`src/deq_pkg.sv`:
```
`timescale 1ns / 1ps
`default_nettype none

package deq_pkg;

    localparam int CMD_W    = 3;
    localparam int WORD_W   = 32;
    localparam int COUNT_W  = 5;
    localparam int STATUS_W = 2;

    localparam logic [CMD_W-1:0] CMD_PUSH_FRONT = 3'd0;
    localparam logic [CMD_W-1:0] CMD_PUSH_BACK  = 3'd1;
    localparam logic [CMD_W-1:0] CMD_POP_FRONT  = 3'd2;
    localparam logic [CMD_W-1:0] CMD_POP_BACK   = 3'd3;
    localparam logic [CMD_W-1:0] CMD_CLEAR      = 3'd4;
    localparam logic [CMD_W-1:0] CMD_PEEK       = 3'd5;

    localparam logic [STATUS_W-1:0] ST_DONE       = 2'd0;
    localparam logic [STATUS_W-1:0] ST_PUSH_FULL  = 2'd1;
    localparam logic [STATUS_W-1:0] ST_POP_EMPTY  = 2'd2;

    typedef struct packed {
        logic [CMD_W-1:0]  command;
        logic [WORD_W-1:0] value;
    } t_in_item;

    typedef struct packed {
        logic [WORD_W-1:0]   front_word;
        logic [WORD_W-1:0]   back_word;
        logic [COUNT_W-1:0]  item_count;
        logic                is_empty;
        logic                is_full;
        logic [STATUS_W-1:0] status;
    } t_out_item;

    // controller -> datapath step strobes
    typedef struct packed {
        logic capture;
        logic execute;
        logic read;
    } t_dp_cmd;

endpackage

`default_nettype wire

```
`src/deq_ctrl.sv`:
```
`timescale 1ns / 1ps
`default_nettype none

module deq_ctrl (
    input  wire logic            i_clk,
    input  wire logic            i_rst_n,
    input  wire logic            i_in_valid,
    output logic                 o_in_stall,
    output logic                 o_out_valid,
    input  wire logic            i_out_stall,
    output deq_pkg::t_dp_cmd     o_cmd
);
    import deq_pkg::*;

    localparam logic [1:0] S_IDLE = 2'd0;
    localparam logic [1:0] S_EXEC = 2'd1;
    localparam logic [1:0] S_READ = 2'd2;
    localparam logic [1:0] S_SEND = 2'd3;

    logic [1:0] r_state;
    logic [1:0] n_state;

    always_comb begin
        n_state     = r_state;
        o_cmd       = '0;
        o_in_stall  = 1'b1;
        o_out_valid = 1'b0;
        unique case (r_state)
            S_IDLE: begin
                o_in_stall = 1'b0;
                if (i_in_valid) begin
                    o_cmd.capture = 1'b1;
                    n_state       = S_EXEC;
                end
            end
            S_EXEC: begin
                o_cmd.execute = 1'b1;
                n_state       = S_READ;
            end
            S_READ: begin
                o_cmd.read = 1'b1;
                n_state    = S_SEND;
            end
            S_SEND: begin
                o_out_valid = 1'b1;
                if (!i_out_stall) begin
                    n_state = S_IDLE;
                end
            end
            default: begin
                n_state = S_IDLE;
            end
        endcase
    end

    always_ff @(posedge i_clk) begin
        if (!i_rst_n) begin
            r_state <= S_IDLE;
        end else begin
            r_state <= n_state;
        end
    end

endmodule

`default_nettype wire

```
`src/deq_dp.sv`:
```
`timescale 1ns / 1ps
`default_nettype none

module deq_dp #(
    parameter int DEPTH      = 16,
    parameter int DATA_WIDTH = 32
) (
    input  wire logic              i_clk,
    input  wire logic              i_rst_n,
    input  wire deq_pkg::t_dp_cmd  i_cmd,
    input  wire deq_pkg::t_in_item i_item,
    output deq_pkg::t_out_item     o_item
);
    import deq_pkg::*;

    localparam int AW   = $clog2(DEPTH);
    localparam int CW   = $clog2(DEPTH + 1);
    localparam int SUMW = CW + 1;
    localparam int MW   = (DATA_WIDTH < WORD_W) ? DATA_WIDTH : WORD_W;

    localparam logic [AW-1:0]   LAST_POS   = AW'(DEPTH - 1);
    localparam logic [CW-1:0]   FULL_COUNT = CW'(DEPTH);
    localparam logic [SUMW-1:0] DEPTH_SUM  = SUMW'(DEPTH);

    logic [MW-1:0] r_mem [DEPTH];

    logic [CMD_W-1:0]    r_command;
    logic [MW-1:0]       r_word;
    logic [AW-1:0]       r_front;
    logic [CW-1:0]       r_count;
    logic [STATUS_W-1:0] r_status;
    logic [MW-1:0]       r_front_rd;
    logic [MW-1:0]       r_back_rd;

    logic [AW-1:0]       n_front;
    logic [CW-1:0]       n_count;
    logic [STATUS_W-1:0] n_status;
    logic                wr_en;
    logic [AW-1:0]       wr_addr;

    logic                full;
    logic                empty;
    logic [AW-1:0]       front_dec;
    logic [AW-1:0]       front_inc;
    logic [SUMW-1:0]     tail_sum;
    logic [AW-1:0]       tail_addr;
    logic [SUMW-1:0]     back_sum;
    logic [AW-1:0]       back_addr;

    assign full      = (r_count == FULL_COUNT);
    assign empty     = (r_count == '0);
    assign front_dec = (r_front == '0) ? LAST_POS : r_front - AW'(1);
    assign front_inc = (r_front == LAST_POS) ? '0 : r_front + AW'(1);

    // slot just past the back, valid while not full
    assign tail_sum  = SUMW'(r_front) + SUMW'(r_count);
    assign tail_addr = (tail_sum >= DEPTH_SUM) ? AW'(tail_sum - DEPTH_SUM) : AW'(tail_sum);

    // back word slot, only used when the queue holds a word
    assign back_sum  = SUMW'(r_front) + SUMW'(r_count) - SUMW'(1);
    assign back_addr = (back_sum >= DEPTH_SUM) ? AW'(back_sum - DEPTH_SUM) : AW'(back_sum);

    always_comb begin
        n_front  = r_front;
        n_count  = r_count;
        n_status = ST_DONE;
        wr_en    = 1'b0;
        wr_addr  = tail_addr;
        case (r_command)
            CMD_PUSH_FRONT: begin
                if (full) begin
                    n_status = ST_PUSH_FULL;
                end else begin
                    n_front = front_dec;
                    n_count = r_count + CW'(1);
                    wr_en   = 1'b1;
                    wr_addr = front_dec;
                end
            end
            CMD_PUSH_BACK: begin
                if (full) begin
                    n_status = ST_PUSH_FULL;
                end else begin
                    n_count = r_count + CW'(1);
                    wr_en   = 1'b1;
                end
            end
            CMD_POP_FRONT: begin
                if (empty) begin
                    n_status = ST_POP_EMPTY;
                end else begin
                    n_front = front_inc;
                    n_count = r_count - CW'(1);
                end
            end
            CMD_POP_BACK: begin
                if (empty) begin
                    n_status = ST_POP_EMPTY;
                end else begin
                    n_count = r_count - CW'(1);
                end
            end
            CMD_CLEAR: begin
                n_front = '0;
                n_count = '0;
            end
            default: begin
            end
        endcase
    end

    always_ff @(posedge i_clk) begin
        if (!i_rst_n) begin
            r_front  <= '0;
            r_count  <= '0;
        end else if (i_cmd.execute) begin
            r_front  <= n_front;
            r_count  <= n_count;
        end
    end

    always_ff @(posedge i_clk) begin
        if (i_cmd.capture) begin
            r_command <= i_item.command;
            r_word    <= MW'(i_item.value);
        end
        if (i_cmd.execute) begin
            r_status <= n_status;
        end
    end

    always_ff @(posedge i_clk) begin
        if (i_cmd.execute && wr_en) begin
            r_mem[wr_addr] <= r_word;
        end
        if (i_cmd.read && !empty) begin
            r_front_rd <= r_mem[r_front];
            r_back_rd  <= r_mem[back_addr];
        end
    end

    always_comb begin
        o_item.front_word = empty ? '0 : WORD_W'(r_front_rd);
        o_item.back_word  = empty ? '0 : WORD_W'(r_back_rd);
        o_item.item_count = COUNT_W'(r_count);
        o_item.is_empty   = empty;
        o_item.is_full    = full;
        o_item.status     = r_status;
    end

endmodule

`default_nettype wire

```
`src/double_ended_queue.sv`:
```
// Bounded double-ended queue over a DEPTH-slot ring store.
// Input channel (i_in_valid / o_in_stall / i_in_data): one transaction is one
//   command (push front, push back, pop front, pop back, clear, peek) plus a
//   data word used by the pushes only. Codes 6 and 7 act as peek.
// Output channel (o_out_valid / i_out_stall / o_out_data): exactly one
//   transaction per command, carrying the front and back words after the
//   command (zero when empty), the word count, empty/full flags and a status:
//   done, push dropped because full, or pop ignored because empty.
// Timing: a command is taken in the idle state, applied to the pointers and
//   the store in the next cycle, the store is read at the front and back slots
//   in the cycle after that, and the result is offered in the send state that
//   follows. One command is in flight at a time, so the next command waits
//   for the result transaction; the store's registered read port sets the
//   read step.
// Stall: while the result is stalled it holds steady and o_in_stall stays
//   high; the next command is taken once the result transaction completes.
// Reset (synchronous, active low) empties the queue and returns to idle; the
//   slot contents are not cleared, as only slots holding words are read.
`timescale 1ns / 1ps
`default_nettype none

module double_ended_queue #(
    parameter int DEPTH      = 16,
    parameter int DATA_WIDTH = 32
) (
    input  wire logic               i_clk,
    input  wire logic               i_rst_n,
    input  wire logic               i_in_valid,
    output logic                    o_in_stall,
    input  wire deq_pkg::t_in_item  i_in_data,
    output logic                    o_out_valid,
    input  wire logic               i_out_stall,
    output deq_pkg::t_out_item      o_out_data
);
    import deq_pkg::*;

    // step strobes from the sequencer to the pointer/store datapath
    t_dp_cmd dp_cmd;

    deq_ctrl u_ctrl (
        .i_clk       (i_clk),
        .i_rst_n     (i_rst_n),
        .i_in_valid  (i_in_valid),
        .o_in_stall  (o_in_stall),
        .o_out_valid (o_out_valid),
        .i_out_stall (i_out_stall),
        .o_cmd       (dp_cmd)
    );

    // holds front pointer, count, status and the ring store; its outputs
    // are stable from the read step until the next command is captured
    deq_dp #(
        .DEPTH      (DEPTH),
        .DATA_WIDTH (DATA_WIDTH)
    ) u_dp (
        .i_clk   (i_clk),
        .i_rst_n (i_rst_n),
        .i_cmd   (dp_cmd),
        .i_item  (i_in_data),
        .o_item  (o_out_data)
    );

endmodule

`default_nettype wire
```
`config.mk`:
```
export PLATFORM = sky130hd
export DESIGN_NAME = double_ended_queue
export DESIGN_NICKNAME = d
export VERILOG_FILES = /design/src/deq_pkg.sv /design/src/deq_ctrl.sv /design/src/deq_dp.sv /design/src/double_ended_queue.sv
export SDC_FILE = /design/constraint.sdc
export NUM_CORES = 1
export LEC_CHECK = 0
export BUFFER_PORTS_ARGS = -buffer_cell sky130_fd_sc_hd__buf_2
export CAP_MARGIN = 20
export CELL_PAD_IN_SITES_DETAIL_PLACEMENT = 0
export CELL_PAD_IN_SITES_GLOBAL_PLACEMENT = 2
export CORE_MARGIN = 10
export CORE_UTILIZATION = 30
export DETAILED_ROUTE_END_ITERATION = 12
export PLACE_DENSITY_LB_ADDON = 0.1
export SYNTH_ARGS = -nofsm -noshare
export SYNTH_HDL_FRONTEND = slang
export SYNTH_HIERARCHICAL = 1
export SYNTH_SLANG_ARGS = --single-unit
```
`constraint.sdc`:
```
create_clock -name i_clk -period 7.05 [get_ports i_clk]
set_clock_uncertainty 0.2 [all_clocks]
set_input_delay 1.0575 -clock i_clk [delete_from_list [all_inputs] [get_ports i_clk]]
set_output_delay 1.0575 -clock i_clk [all_outputs]
set_load 0.02 [all_outputs]
```
==> flow_metrics.tcl <==
set metrics [dict create \
    die_y_um 325.6 \
    clkSinkCount 624 \
    totalWireLength_um 83650 \
    run_status "completed" \
    drive_gt1_share_pct 36.39 \
    rows 112 \
    synth_top_area_cell "edfxtp_1" \
    synth_top_family_by_area "multiplexers" \
    cts-hold-fix-buffers 0 \
    setup.worst_path.end_class "output pin" \
    async_reset_ff_share_pct 0 \
    drv_slew 0 \
    grt_first_pass_wirelength_um 120300 \
    yosys.area_share.adder_pct 0.8126 \
    initial_core_util_pct 30.12 \
    place_ws_ns 2.301 \
    antennaDiodeCount 0 \
    vias 14680 \
    overflow 0 \
    finalCriticalPeriod_ns 4.616 \
    ys.flop_type "edfxtp_1" \
    ys_seq_elements 624 \
    ant_nets 0 \
    finalHoldViolations 0 \
    syn_to_final_growth_pct 15.98 \
    slew_headroom_pct 31.94 \
    post-cts-setup-buffer-count 0 \
    synth_area_mm2 0.02802 \
    synth_compound_area_share_pct 1.755 \
    synth_fp_nets 1481 \
    fin_setup_tns_ns 0 \
    cts_buffer_depth 3 \
    drv_cap 0 \
    ios 114 \
    fmax_ghz 0.2166 \
    p_leak_nw 10.18 \
    cp_data_required_time_ns 5.79 \
    cts_buffers 74 \
    power_density_mw_per_mm2 370.4 \
    start_kind "flop" \
    fillCellCount 8805 \
    synth.area.top_cells "edfxtp_1 (66%), mux4_2 (23%), nand2_1 (1.9%), nor2b_1 (1.5%), dfxtp_1 (0.79%)" \
    peakVddDrop_mv 0.2147 \
    dp_hpwl_um 44740 \
    clkLatencyLatePin_ns 0.63 \
    port_buffers 113 \
    worstPathArrival_ns 3.36 \
    first_global_vias 16120 \
    htreeDepth 3 \
    final_area_mm2 0.03250 \
    drcViolationCount 0 \
    tightest_slew_ns 1.018 \
    setup_ws_ns 2.434 \
    fin_nets 1610 \
    antenna_found_initial 2 \
    synth-edff-count 613 \
    cts_resized 0 \
    path_clk_slew_ns 0.06 \
    grt_max_degree 93 \
    post_dp_cell_area_mm2 0.03020 \
    synth-simple-area-share_pct 5.228 \
    fin_crit_sh_pct 65.48 \
    grtUsageTotal_pct 15.67 \
    cp_max_fo 38 \
    ys_seq_area_share_pct 66.47 \
    wl_per_cell_um 29.18 \
    design.die.area_mm2 0.1060 \
    fp.dieW_um 325.6 \
    cts_tree "done" \
    synthMuxAreaShare_pct 23.36 \
    synth_top_area_share_pct 65.68 \
    core-area_mm2 0.09305 \
    synth_cells 1425 \
    setup_violations 0 \
    cts-root-buf "clkbuf_16" \
    viasPerCell 5.119 \
    synth_cell_types 59 \
    drtIter0Drc 1014 \
    gp_congestion 0.6884 \
    synthXorXnorAreaFrac_pct 0.5358 \
    synth_area_per_cell_um2 19.67 \
    first_pass_iters 5 \
    rsz0062_at_grt "false" \
    synth_warnings 6 \
    min_path_type "reg2reg" \
    crit_type "reg2out" \
]
cell families (layout without fill, tap and decap cells):
group | after synthesis | count (layout)
buf+inv | 110 | 298
compound gates | 72 | 72
fa+ha+maj | 17 | 17
xor+xnor | 13 | 13
flops | 624 | 624
mux | 295 | 295
simple gates | 294 | 294
per-layer routing:
metal	global-route usage, %	vias up	part of all wire [%]
met4	3.545	0	1.5
met5	0	-	0
met1	20.63	8038	44
met2	26.85	344	50
li1	-	6216	-
met3	2.654	79	4.3
power breakdown:
part	total, mW	internal (mW)	leakage (nW)	switching, mW
Sequential	4.78	4.51	5.62	0.271
Combinational	3.56	1.41	3.43	2.15
Clock	3.69	2.16	1.13	1.54
Total	12.0	8.08	10.2	3.96
through the flow:
| stage | power (mW) | std cells | hold WS [ns] | utilization, % |
|---|---|---|---|---|
| final | 12.04 | 2867 | 0.3027 | 34.93 |
| after global routing | 12.67 | 2867 | 0.3534 | 34.93 |
| after CTS | 12.30 | 2867 | 0.3107 | 34.93 |
| after detailed placement | 8.542 | 2732 | 0.3064 | 32.45 |
| after global placement | 8.559 | 2732 | 0.2923 | 32.45 |
| after floorplan | 7.118 | 1425 | 0.2677 | - |
state kept, by name, indices dropped and copies added (netlist names):
signal           flops
u_dp/r_mem         512
u_dp/r_front         4
u_dp/r_word         32
u_dp/r_back_rd      32
u_dp/r_front_rd     32
u_dp/r_count         5
u_dp/r_command       3
u_dp/r_status        2
u_ctrl/r_state       2
cells in the final DEF (no fill, tap or decap), types with 4 or more instances in the layout:
cell        synthesis  layout
ha_1               15      13
clkbuf_16           0      76
nor2_1             17       8
clkbuf_1           45      17
o21ai_0             8       8
xnor2_1             5       4
clkinv_1            0      15
a31oi_1            32      32
clkinv_2            0      16
mux4_2            287     287
nor2_4              0       9
bufinv_16           0       5
and3_1             34      34
nor2b_1            66      65
buf_4              12      35
edfxtp_1          613     613
buf_2              26     113
a21oi_1             9       9
nor3_1             12       4
mux2i_1             5       5
inv_1              11      11
nor3_2              1       9
dfxtp_1            11       7
clkinvlp_4          0       4
xor2_1              4       4
nand2_1           143     143
synthesized netlist by cell type, drive strengths merged, types with 2 or more instances:
cell type / number
xnor2: 6
a22o: 3
a21o: 2
and2: 3
clkbuf: 46
nor3: 13
nor2b: 67
o21a: 2
a21oi: 10
a31oi: 32
mux2: 3
mux4: 287
fa: 2
nor2: 17
dfxtp: 11
edfxtp: 613
inv: 12
a2111oi: 2
nor4: 3
o21ai: 9
xor2: 6
and3: 34
o211a: 2
or4b: 2
nand2b: 2
mux2i: 5
nand2: 143
a21boi: 2
and2b: 3
buf: 52
nand3: 3
ha: 15
layout make-up:
type / instances / area, um^2 / area share (%)
Sequential cell: 624 / 18640 / 57.35
Tap cell: 1254 / 1569 / 4.827
Inverter: 12 / 45.04 / 0.1386
Multi-Input combinational cell: 691 / 9054 / 27.85
Clock inverter: 42 / 341.6 / 1.051
Timing Repair Buffer: 151 / 888.4 / 2.733
Clock buffer: 93 / 1966 / 6.047
path summary, 6_finish.rpt:
check,endpoint,cells after the start,startpoint,slack (ns)
worst max register to register,u_dp/r_back_rd[20],9,u_dp/r_front[0],2.49
worst min register to register,u_ctrl/r_state[0],2,u_ctrl/r_state[0],0.30
worst min-delay path,u_ctrl/r_state[0],2,u_ctrl/r_state[0],0.30
worst max-delay path,o_out_data[57],5,u_dp/r_count[0],2.43
worst max-delay path, stage by stage (launching register included):
cell and delay, ns:
dfxtp_1 0.43, or4_4 0.63, nor2_4 0.67, buf_4 0.53, and2b_1 0.24, buf_2 0.15
Note: power is estimated with default switching activity, not from simulation.
